## src/sv/mas_pkg.sv

```systemverilog
// ----------------------------------------------------------------------------
// mas_pkg
// Shared types, constants and helpers for the matrix add/subtract/multiply
// unit.
// ----------------------------------------------------------------------------
`default_nettype none

package mas_pkg;

  // Matrix dimension and derived sizes.
  localparam int DIM   = 4;
  localparam int CELLS = DIM * DIM;
  localparam int IDX_W = (CELLS > 1) ? $clog2(CELLS) : 1;
  localparam int RC_W  = (DIM > 1) ? $clog2(DIM) : 1;
  localparam int VAL_W = 16;

  // Index of the last row and column, as carried on the result fields.
  localparam logic [2:0] LAST_RC = 3'(DIM - 1);

  // Operation register codes.
  localparam logic [1:0] OP_ADD = 2'd0;
  localparam logic [1:0] OP_SUB = 2'd1;
  localparam logic [1:0] OP_MUL = 2'd2;

  // Input mode codes.
  localparam logic [1:0] MODE_WR_A    = 2'd0;
  localparam logic [1:0] MODE_WR_B    = 2'd1;
  localparam logic [1:0] MODE_COMPUTE = 2'd2;

  typedef struct packed {
    logic [1:0]              mode;
    logic [2:0]              row;
    logic [2:0]              col;
    logic signed [VAL_W-1:0] value;
  } in_item_t;

  typedef struct packed {
    logic signed [VAL_W-1:0] result_value;
    logic [2:0]              result_row;
    logic [2:0]              result_col;
    logic                    last;
  } out_item_t;

  // Commands handed from the front end to the execution engine.
  typedef enum logic [2:0] {
    CMD_LOAD_A = 3'd0,
    CMD_LOAD_B = 3'd1,
    CMD_ADD    = 3'd2,
    CMD_SUB    = 3'd3,
    CMD_MUL    = 3'd4
  } cmd_e;

  typedef struct packed {
    cmd_e             kind;
    logic [IDX_W-1:0] idx;
    logic [VAL_W-1:0] value;
  } cmd_t;

  // Row-major storage index of element (r, c).
  function automatic logic [IDX_W-1:0] cell_idx(input logic [RC_W-1:0] r,
                                                input logic [RC_W-1:0] c);
    return IDX_W'(int'(r) * DIM + int'(c));
  endfunction

endpackage

`default_nettype wire

```

## src/sv/matrix_add_sub_multiply_unit.sv

```systemverilog
// ----------------------------------------------------------------------------
// matrix_add_sub_multiply_unit
// Stores two DIM x DIM matrices of 16-bit elements and emits A+B, A-B or A*B.
// ----------------------------------------------------------------------------
// Load transactions write one element of A or B in the execution engine; a
// two-entry command queue lets up to two further loads or computes be
// queued while a compute runs. A compute transaction streams DIM*DIM
// results in row-major order, with last set on the final one: add and
// subtract form each result in a calc step, the product in a multiply and
// an accumulate step per inner term on the single shared multiply-accumulate
// unit, and the engine works on one result element at a time. Results
// wrap to 16 bits. Loads outside the matrix, mode 3 and a compute with
// operation 3 are taken and produce nothing. Write the operation register
// only while no compute is in progress.
// ----------------------------------------------------------------------------
`default_nettype none

module matrix_add_sub_multiply_unit (
  input  wire logic               clk_i,
  input  wire logic               rst_ni,
  input  wire logic               cfg_we_i,
  input  wire logic [1:0]         cfg_wdata_i,
  input  wire logic               in_valid_i,
  output      logic               in_ready_o,
  input  wire mas_pkg::in_item_t  in_data_i,
  output      logic               out_valid_o,
  input  wire logic               out_ready_i,
  output      mas_pkg::out_item_t out_data_o
);

  logic [1:0]    operation_q;
  logic          q_full, q_empty, q_push, q_pop;
  mas_pkg::cmd_t push_cmd, pop_cmd;

  always_ff @(posedge clk_i or negedge rst_ni) begin
    if (!rst_ni) begin
      operation_q <= mas_pkg::OP_ADD;
    end else if (cfg_we_i) begin
      operation_q <= cfg_wdata_i;
    end
  end

  mas_front u_front (
    .in_valid_i  (in_valid_i),
    .in_ready_o  (in_ready_o),
    .in_data_i   (in_data_i),
    .operation_i (operation_q),
    .q_full_i    (q_full),
    .q_push_o    (q_push),
    .q_cmd_o     (push_cmd)
  );

  mas_queue u_queue (
    .clk_i      (clk_i),
    .rst_ni     (rst_ni),
    .push_i     (q_push),
    .push_cmd_i (push_cmd),
    .full_o     (q_full),
    .pop_i      (q_pop),
    .pop_cmd_o  (pop_cmd),
    .empty_o    (q_empty)
  );

  mas_back u_back (
    .clk_i       (clk_i),
    .rst_ni      (rst_ni),
    .q_empty_i   (q_empty),
    .q_cmd_i     (pop_cmd),
    .q_pop_o     (q_pop),
    .out_valid_o (out_valid_o),
    .out_ready_i (out_ready_i),
    .out_data_o  (out_data_o)
  );

endmodule

`default_nettype wire

```

## src/sv/mas_front.sv

```systemverilog
// ----------------------------------------------------------------------------
// mas_front
// Decodes incoming transactions into load or compute commands and drops
// those that have no effect.
// ----------------------------------------------------------------------------
`default_nettype none

module mas_front (
  input  wire logic              in_valid_i,
  output      logic              in_ready_o,
  input  wire mas_pkg::in_item_t in_data_i,
  input  wire logic [1:0]        operation_i,
  input  wire logic              q_full_i,
  output      logic              q_push_o,
  output      mas_pkg::cmd_t     q_cmd_o
);

  logic in_range;
  logic keep;

  assign in_range = ({1'b0, in_data_i.row} < 4'(mas_pkg::DIM)) &&
                    ({1'b0, in_data_i.col} < 4'(mas_pkg::DIM));

  always_comb begin
    keep            = 1'b0;
    q_cmd_o.kind    = mas_pkg::CMD_LOAD_A;
    q_cmd_o.idx     = mas_pkg::cell_idx(mas_pkg::RC_W'(in_data_i.row),
                                        mas_pkg::RC_W'(in_data_i.col));
    q_cmd_o.value   = in_data_i.value;
    case (in_data_i.mode)
      mas_pkg::MODE_WR_A: begin
        keep         = in_range;
        q_cmd_o.kind = mas_pkg::CMD_LOAD_A;
      end
      mas_pkg::MODE_WR_B: begin
        keep         = in_range;
        q_cmd_o.kind = mas_pkg::CMD_LOAD_B;
      end
      mas_pkg::MODE_COMPUTE: begin
        case (operation_i)
          mas_pkg::OP_ADD: begin
            keep         = 1'b1;
            q_cmd_o.kind = mas_pkg::CMD_ADD;
          end
          mas_pkg::OP_SUB: begin
            keep         = 1'b1;
            q_cmd_o.kind = mas_pkg::CMD_SUB;
          end
          mas_pkg::OP_MUL: begin
            keep         = 1'b1;
            q_cmd_o.kind = mas_pkg::CMD_MUL;
          end
          default: keep = 1'b0;
        endcase
      end
      default: keep = 1'b0;
    endcase
  end

  // Transactions that do nothing are still taken, they just never reach
  // the queue.
  assign in_ready_o = !q_full_i;
  assign q_push_o   = in_valid_i && !q_full_i && keep;

endmodule

`default_nettype wire

```

## src/sv/mas_queue.sv

```systemverilog
// ----------------------------------------------------------------------------
// mas_queue
// Two-entry command queue between the front end and the execution engine.
// ----------------------------------------------------------------------------
`default_nettype none

module mas_queue (
  input  wire logic          clk_i,
  input  wire logic          rst_ni,
  input  wire logic          push_i,
  input  wire mas_pkg::cmd_t push_cmd_i,
  output      logic          full_o,
  input  wire logic          pop_i,
  output      mas_pkg::cmd_t pop_cmd_o,
  output      logic          empty_o
);

  mas_pkg::cmd_t entry_q [2];
  logic          wr_ptr_q, wr_ptr_d;
  logic          rd_ptr_q, rd_ptr_d;
  logic [1:0]    count_q, count_d;

  assign full_o    = (count_q == 2'd2);
  assign empty_o   = (count_q == 2'd0);
  assign pop_cmd_o = entry_q[rd_ptr_q];

  always_comb begin
    wr_ptr_d = wr_ptr_q ^ push_i;
    rd_ptr_d = rd_ptr_q ^ pop_i;
    count_d  = count_q + 2'(push_i) - 2'(pop_i);
  end

  always_ff @(posedge clk_i or negedge rst_ni) begin
    if (!rst_ni) begin
      wr_ptr_q <= 1'b0;
      rd_ptr_q <= 1'b0;
      count_q  <= 2'd0;
    end else begin
      wr_ptr_q <= wr_ptr_d;
      rd_ptr_q <= rd_ptr_d;
      count_q  <= count_d;
    end
  end

  always_ff @(posedge clk_i) begin
    if (push_i) begin
      entry_q[wr_ptr_q] <= push_cmd_i;
    end
  end

endmodule

`default_nettype wire

```

## src/sv/mas_back.sv

```systemverilog
// ----------------------------------------------------------------------------
// mas_back
// Execution engine: holds matrices A and B, applies loads and walks the
// result matrix for compute commands, one element at a time.
// ----------------------------------------------------------------------------
`default_nettype none

module mas_back (
  input  wire logic               clk_i,
  input  wire logic               rst_ni,
  input  wire logic               q_empty_i,
  input  wire mas_pkg::cmd_t      q_cmd_i,
  output      logic               q_pop_o,
  output      logic               out_valid_o,
  input  wire logic               out_ready_i,
  output      mas_pkg::out_item_t out_data_o
);

  typedef enum logic [4:0] {
    ST_IDLE = 5'b00001,
    ST_CALC = 5'b00010,
    ST_MUL  = 5'b00100,
    ST_ACC  = 5'b01000,
    ST_EMIT = 5'b10000
  } state_e;

  localparam logic [mas_pkg::RC_W-1:0] RC_LAST = mas_pkg::RC_W'(mas_pkg::DIM - 1);

  state_e                        state_q, state_d;
  logic [mas_pkg::VAL_W-1:0]     mat_a_q [mas_pkg::CELLS];
  logic [mas_pkg::VAL_W-1:0]     mat_b_q [mas_pkg::CELLS];
  logic [mas_pkg::RC_W-1:0]      r_q, r_d, c_q, c_d, k_q, k_d;
  logic                          is_mul_q, is_mul_d;
  logic                          is_sub_q, is_sub_d;
  logic [mas_pkg::VAL_W-1:0]     acc_q, acc_d;
  logic [mas_pkg::VAL_W-1:0]     prod_q, prod_d;
  logic [mas_pkg::VAL_W-1:0]     res_q, res_d;
  logic                          out_valid_q, out_valid_d;
  mas_pkg::out_item_t            out_q, out_d;

  logic [mas_pkg::IDX_W-1:0]     a_idx, b_idx;
  logic [mas_pkg::VAL_W-1:0]     a_rd, b_rd;
  logic [2*mas_pkg::VAL_W-1:0]   prod_full;
  logic [mas_pkg::VAL_W-1:0]     acc_sum;
  logic                          elem_last;
  logic                          emit_go;

  // In the multiply the column of A and the row of B follow k.
  always_comb begin
    if (state_q == ST_MUL) begin
      a_idx = mas_pkg::cell_idx(r_q, k_q);
      b_idx = mas_pkg::cell_idx(k_q, c_q);
    end else begin
      a_idx = mas_pkg::cell_idx(r_q, c_q);
      b_idx = a_idx;
    end
  end

  assign a_rd      = mat_a_q[a_idx];
  assign b_rd      = mat_b_q[b_idx];
  // The low half of the product is the same for signed and unsigned operands.
  assign prod_full = a_rd * b_rd;
  assign acc_sum   = acc_q + prod_q;
  assign elem_last = (r_q == RC_LAST) && (c_q == RC_LAST);
  assign emit_go   = (state_q == ST_EMIT) && (!out_valid_q || out_ready_i);
  assign q_pop_o   = (state_q == ST_IDLE) && !q_empty_i;

  always_comb begin
    state_d     = state_q;
    r_d         = r_q;
    c_d         = c_q;
    k_d         = k_q;
    is_mul_d    = is_mul_q;
    is_sub_d    = is_sub_q;
    acc_d       = acc_q;
    prod_d      = prod_q;
    res_d       = res_q;
    out_valid_d = out_valid_q && !out_ready_i;
    out_d       = out_q;

    case (state_q)
      ST_IDLE: begin
        if (!q_empty_i) begin
          r_d      = '0;
          c_d      = '0;
          k_d      = '0;
          acc_d    = '0;
          is_mul_d = (q_cmd_i.kind == mas_pkg::CMD_MUL);
          is_sub_d = (q_cmd_i.kind == mas_pkg::CMD_SUB);
          case (q_cmd_i.kind)
            mas_pkg::CMD_ADD, mas_pkg::CMD_SUB: state_d = ST_CALC;
            mas_pkg::CMD_MUL:                   state_d = ST_MUL;
            default:                            state_d = ST_IDLE;
          endcase
        end
      end
      ST_CALC: begin
        res_d   = is_sub_q ? (a_rd - b_rd) : (a_rd + b_rd);
        state_d = ST_EMIT;
      end
      ST_MUL: begin
        prod_d  = prod_full[mas_pkg::VAL_W-1:0];
        state_d = ST_ACC;
      end
      ST_ACC: begin
        if (k_q == RC_LAST) begin
          res_d   = acc_sum;
          state_d = ST_EMIT;
        end else begin
          acc_d   = acc_sum;
          k_d     = k_q + 1'b1;
          state_d = ST_MUL;
        end
      end
      ST_EMIT: begin
        if (emit_go) begin
          out_valid_d         = 1'b1;
          out_d.result_value  = res_q;
          out_d.result_row    = 3'(r_q);
          out_d.result_col    = 3'(c_q);
          out_d.last          = elem_last;
          k_d                 = '0;
          acc_d               = '0;
          if (elem_last) begin
            state_d = ST_IDLE;
          end else begin
            if (c_q == RC_LAST) begin
              c_d = '0;
              r_d = r_q + 1'b1;
            end else begin
              c_d = c_q + 1'b1;
            end
            state_d = is_mul_q ? ST_MUL : ST_CALC;
          end
        end
      end
      default: state_d = ST_IDLE;
    endcase
  end

  always_ff @(posedge clk_i or negedge rst_ni) begin
    if (!rst_ni) begin
      state_q     <= ST_IDLE;
      out_valid_q <= 1'b0;
      r_q         <= '0;
      c_q         <= '0;
      k_q         <= '0;
      is_mul_q    <= 1'b0;
      is_sub_q    <= 1'b0;
    end else begin
      state_q     <= state_d;
      out_valid_q <= out_valid_d;
      r_q         <= r_d;
      c_q         <= c_d;
      k_q         <= k_d;
      is_mul_q    <= is_mul_d;
      is_sub_q    <= is_sub_d;
    end
  end

  always_ff @(posedge clk_i) begin
    acc_q  <= acc_d;
    prod_q <= prod_d;
    res_q  <= res_d;
    out_q  <= out_d;
  end

  // Both matrices come out of reset as all zeros.
  always_ff @(posedge clk_i or negedge rst_ni) begin
    if (!rst_ni) begin
      for (int i = 0; i < mas_pkg::CELLS; i++) begin
        mat_a_q[i] <= '0;
        mat_b_q[i] <= '0;
      end
    end else if (q_pop_o) begin
      if (q_cmd_i.kind == mas_pkg::CMD_LOAD_A) begin
        mat_a_q[q_cmd_i.idx] <= q_cmd_i.value;
      end
      if (q_cmd_i.kind == mas_pkg::CMD_LOAD_B) begin
        mat_b_q[q_cmd_i.idx] <= q_cmd_i.value;
      end
    end
  end

  assign out_valid_o = out_valid_q;
  assign out_data_o  = out_q;

endmodule

`default_nettype wire

```

## config.mk

```make
export PLATFORM = sky130hd
export DESIGN_NAME = matrix_add_sub_multiply_unit
export DESIGN_NICKNAME = d
export VERILOG_FILES = /design/src/sv/mas_pkg.sv /design/src/sv/matrix_add_sub_multiply_unit.sv /design/src/sv/mas_front.sv /design/src/sv/mas_queue.sv /design/src/sv/mas_back.sv
export SDC_FILE = /design/constraint.sdc
export NUM_CORES = 2
export LEC_CHECK = 0
export BUFFER_PORTS_ARGS = -buffer_cell sky130_fd_sc_hd__buf_2
export CORE_MARGIN = 2
export CORE_UTILIZATION = 50
export CTS_BUF_LIST = sky130_fd_sc_hd__clkbuf_16
export DETAILED_ROUTE_END_ITERATION = 10
export PLACE_DENSITY = 0.74
export SYNTH_ARGS = -nofsm -noshare
export SYNTH_HDL_FRONTEND = slang
export SYNTH_SLANG_ARGS = --single-unit
```

## constraint.sdc

```tcl
create_clock -name clk_i -period 12.99 [get_ports clk_i]
set_clock_uncertainty 0.2 [all_clocks]
set_input_delay 3.2475 -clock clk_i [delete_from_list [all_inputs] [get_ports clk_i]]
set_output_delay 3.2475 -clock clk_i [all_outputs]
set_load 0.02 [all_outputs]
```

==> summary.txt <==
cell count of the worst hold path = 0
detail-routed net length per standard cell = 20.4 um
weighted congestion reported at the end of routability-driven placement = 0.927
Peak supply drop = 143 uV
total track usage = 26.8%
Residual DRC = 0
max-cap check violation count = 0
share of flip-flops with an asynchronous set or reset = 82.2%
peak clock frequency supported by timing = 106 MHz
worst endpoint data arrival time = 9650 ps
WP depth = 31
area of the core region = 67000 sq um
post-synthesis to final-layout area growth = 9.38%
sort of element at the end of the critical path = flip-flop
TNS Setup = 0 ps
static leakage = 0.0163 uW
combined buffer and inverter count along the critical path = 7
wire length of the first global-routing pass = 147000 um
arithmetic-cell share of the synthesized area counting full adders, half adders and majority gates = 8.25%
GRT overflow = 0
CTS root buffer = sky130_fd_sc_hd__clkbuf_16
hold_sp = u_back.res_q[4]$_DFFE_PP_
cell depth of the worst flop-to-flop path = 31
Gates resized, CTS repair = 0
min Tclk post-route = 9470 ps
main combinational cell family by area after synthesis = simple AND/OR/NAND/NOR gates
Synth Warn # = 0
# nets final = 3810
number of enable flip-flop cells after synthesis = 115
via count of the first global-routing pass = 25780
Top Ports = 56
final count of hold timing violations = 0
post-layout utilization of the core = 55.2%
CTS tree = yes
flip-flop and latch count after synthesis = 647
Post-Syn Area = 33800 sq um
wirelength, routed = 92700 um
post-DR vias/cell = 5.89
setup repair after global routing missed its margin = false
post-CTS setup buffer count = 0
clock latency of the later-clocked register in the worst-skew pair = 630 ps
worst path required time = 13170 ps
number of search-and-repair iterations in the first detailed-routing pass = 6
antenna violations before repair = 0
gate count after technology mapping = 3688
power density cells = 212 nW/um^2
WS Path Type = flip-flop to flip-flop
worst slew pin tran = 1200 ps
reg-to-reg slack, setup = 3520 ps
Worst Path Max Fanout = 60
Slew headroom = 18.3%
max-slew violation count = 0
Post-Synth XOR/XNOR Area = 2.09%
number of buffers inserted by hold repair at cts = 0
post-detailed-route count of antenna-violating nets = 0
worst min path class = flip-flop to flip-flop
Period Utilization, post-route = 72.9%
predominant post-synthesis flop cell = sky130_fd_sc_hd__dfrtp_1
number of sinks on the clock net = 647
Die Footprint = 69800 sq um
Clock transition at path regs = 60 ps
detailed-placement wirelength estimate = 58200 um
Slowest-stage cell, CP = sky130_fd_sc_hd__buf_4
most numerous cell on the critical path = sky130_fd_sc_hd__fa_1
routed vias = 26702
Worst Hold End = u_back.out_data_o[11]$_DFFE_PP_
sequential element share of the synthesized area = 49.6%
sort of element at the start of the critical path = flip-flop
maximum number of pins on one net before global-route repair = 171
buffers added on ports = 53
FF-to-FF Start = u_back.state_q[4]$_DFFE_PN0P_
fraction of the mapped netlist area in compound gates = 14.8%
FF-to-FF End = u_back.prod_q[15]$_DFFE_PN_
initial standard-cell utilization of the core = 50.5%
area fraction in and, or, nand and nor cells after synthesis = 17.8%
total clock buffers created by CTS = 69
mean instance size in the synthesized netlist = 9.17 sq um
width of the chip = 264 um
Max clock buf depth = 3
Synth cell types = 79
number of DRC markers after the initial detailed-route iteration = 2712
family of cells with the greatest summed delay on the critical path = adder cells
Core Rows = 95
critical path's largest stage delay = 600 ps
run status = complete, no violations
maximum level of the CTS H-tree = 3
portion of netlist area occupied by mux cells = 2.37%
layout cell share with drive strength beyond 1 = 7.87%
final setup fails = 0
first element of the critical path = u_back.state_q[4]$_DFFE_PN0P_
die height = 264 um
## per-layer routing
metal | share of wire, % | GRT usage, % | wire, um | vias up
li1 | - | - | - | 12334
met1 | 42 | 36.5 | 38700 | 13074
met2 | 46 | 42.3 | 42400 | 1090
met3 | 8.7 | 5.15 | 8040 | 204
met4 | 3.7 | 10.8 | 3470 | 0
met5 | 0 | 0 | 0 | -
## flip-flops by register name, summed over array words and instances, names as in the netlist, 2 cells and up
| name | cells |
|---|---|
| u_back.state_q | 5 |
| u_back.out_data_o | 21 |
| u_back.mat_b_q | 256 |
| u_back.acc_q | 16 |
| u_queue.count_q | 2 |
| u_back.res_q | 16 |
| operation_q | 2 |
| u_back.k_q | 2 |
| u_back.mat_a_q | 256 |
| u_back.r_q | 2 |
| u_queue.entry_q | 46 |
| u_back.prod_q | 16 |
| u_back.c_q | 2 |
## logic make-up after synthesis
logic type / after synthesis
muxes: 63
DFF: 647
AOI/OAI and AO/OA: 874
other: 1
and+or+nand+nor: 1403
buffers and inverters: 447
adders and majority gates: 174
xor gates and xnor gates: 79
## cell type report
type	count	area (sq um)
clock buffer	70	1750
antenna	1	2.50
sequential	647	16800
fill	5890	30000
multi-input combinational	2595	15500
timing repair buffer	132	881
clock inverter	55	384
inverter	161	604
tap	873	1090
## worst max path at each step
stage | end
final | u_back.prod_q[15]$_DFFE_PN_
after global routing | u_back.prod_q[15]$_DFFE_PN_
after CTS | u_back.prod_q[15]$_DFFE_PN_
after detailed placement | u_back.prod_q[15]$_DFFE_PN_
after global placement | u_back.prod_q[15]$_DFFE_PN_
after floorplan | u_back.prod_q[15]$_DFFE_PN_
## power breakdown
group	switching, uW	internal, uW	total [uW]
sequential	374	2780	3160
clock	830	1050	1880
combinational	1750	1070	2820
total	2950	4900	7860
## stage by stage
step	cell area (sq um)	power, uW	setup slack (ps)	hold slack (ps)	instances
6_report	37000	7860	3520	217	4534
4_1_cts	37000	7840	3680	218	4533
3_3_place_gp	34900	5850	3870	202	4408
5_1_grt	37000	8340	2980	227	4533
2_1_floorplan	33800	5060	4920	200	3689
3_5_place_dp	34900	5940	3690	205	4408
## synth_stat cells (8+ instances only)
master,instances,area (sq um)
sky130_fd_sc_hd__nand2_1,875,3280
sky130_fd_sc_hd__dfrtp_1,531,13300
sky130_fd_sc_hd__o21ai_0,458,2290
sky130_fd_sc_hd__clkbuf_1,244,916
sky130_fd_sc_hd__a21oi_1,168,841
sky130_fd_sc_hd__inv_1,159,597
sky130_fd_sc_hd__nor2_1,154,578
sky130_fd_sc_hd__nand3_1,127,636
sky130_fd_sc_hd__edfxtp_1,115,3450
sky130_fd_sc_hd__ha_1,91,1140
sky130_fd_sc_hd__a31oi_1,88,551
sky130_fd_sc_hd__fa_1,82,1640
sky130_fd_sc_hd__and3_1,64,400
sky130_fd_sc_hd__and2_1,62,388
sky130_fd_sc_hd__xnor2_1,60,526
sky130_fd_sc_hd__nor3_1,46,230
sky130_fd_sc_hd__mux2i_1,44,440
sky130_fd_sc_hd__a21o_1,33,248
sky130_fd_sc_hd__a211oi_1,22,165
sky130_fd_sc_hd__buf_2,21,105
sky130_fd_sc_hd__nand4_1,18,113
sky130_fd_sc_hd__xor2_1,18,158
sky130_fd_sc_hd__buf_1,17,63.8
sky130_fd_sc_hd__a311oi_1,13,114
sky130_fd_sc_hd__mux4_2,13,293
sky130_fd_sc_hd__nor2b_1,11,68.8
sky130_fd_sc_hd__nor4_1,11,68.8
sky130_fd_sc_hd__o22ai_1,11,68.8
sky130_fd_sc_hd__nand2b_1,10,62.6
sky130_fd_sc_hd__a221oi_1,8,70.1
sky130_fd_sc_hd__o211ai_1,8,60.1
## cell usage in the layout, fill, tap and decap left out, types with 64 or more instances in the layout
master	synthesis	routed
sky130_fd_sc_hd__nand2_1	875	874
sky130_fd_sc_hd__dfrtp_1	531	530
sky130_fd_sc_hd__o21ai_0	458	458
sky130_fd_sc_hd__inv_1	159	176
sky130_fd_sc_hd__a21oi_1	168	165
sky130_fd_sc_hd__nor2_1	154	150
sky130_fd_sc_hd__nand3_1	127	127
sky130_fd_sc_hd__edfxtp_1	115	115
sky130_fd_sc_hd__ha_1	91	91
sky130_fd_sc_hd__a31oi_1	88	88
sky130_fd_sc_hd__fa_1	82	82
sky130_fd_sc_hd__buf_4	2	78
sky130_fd_sc_hd__clkbuf_16	0	70
sky130_fd_sc_hd__and3_1	64	64
Power figures use the tool's default switching activity.
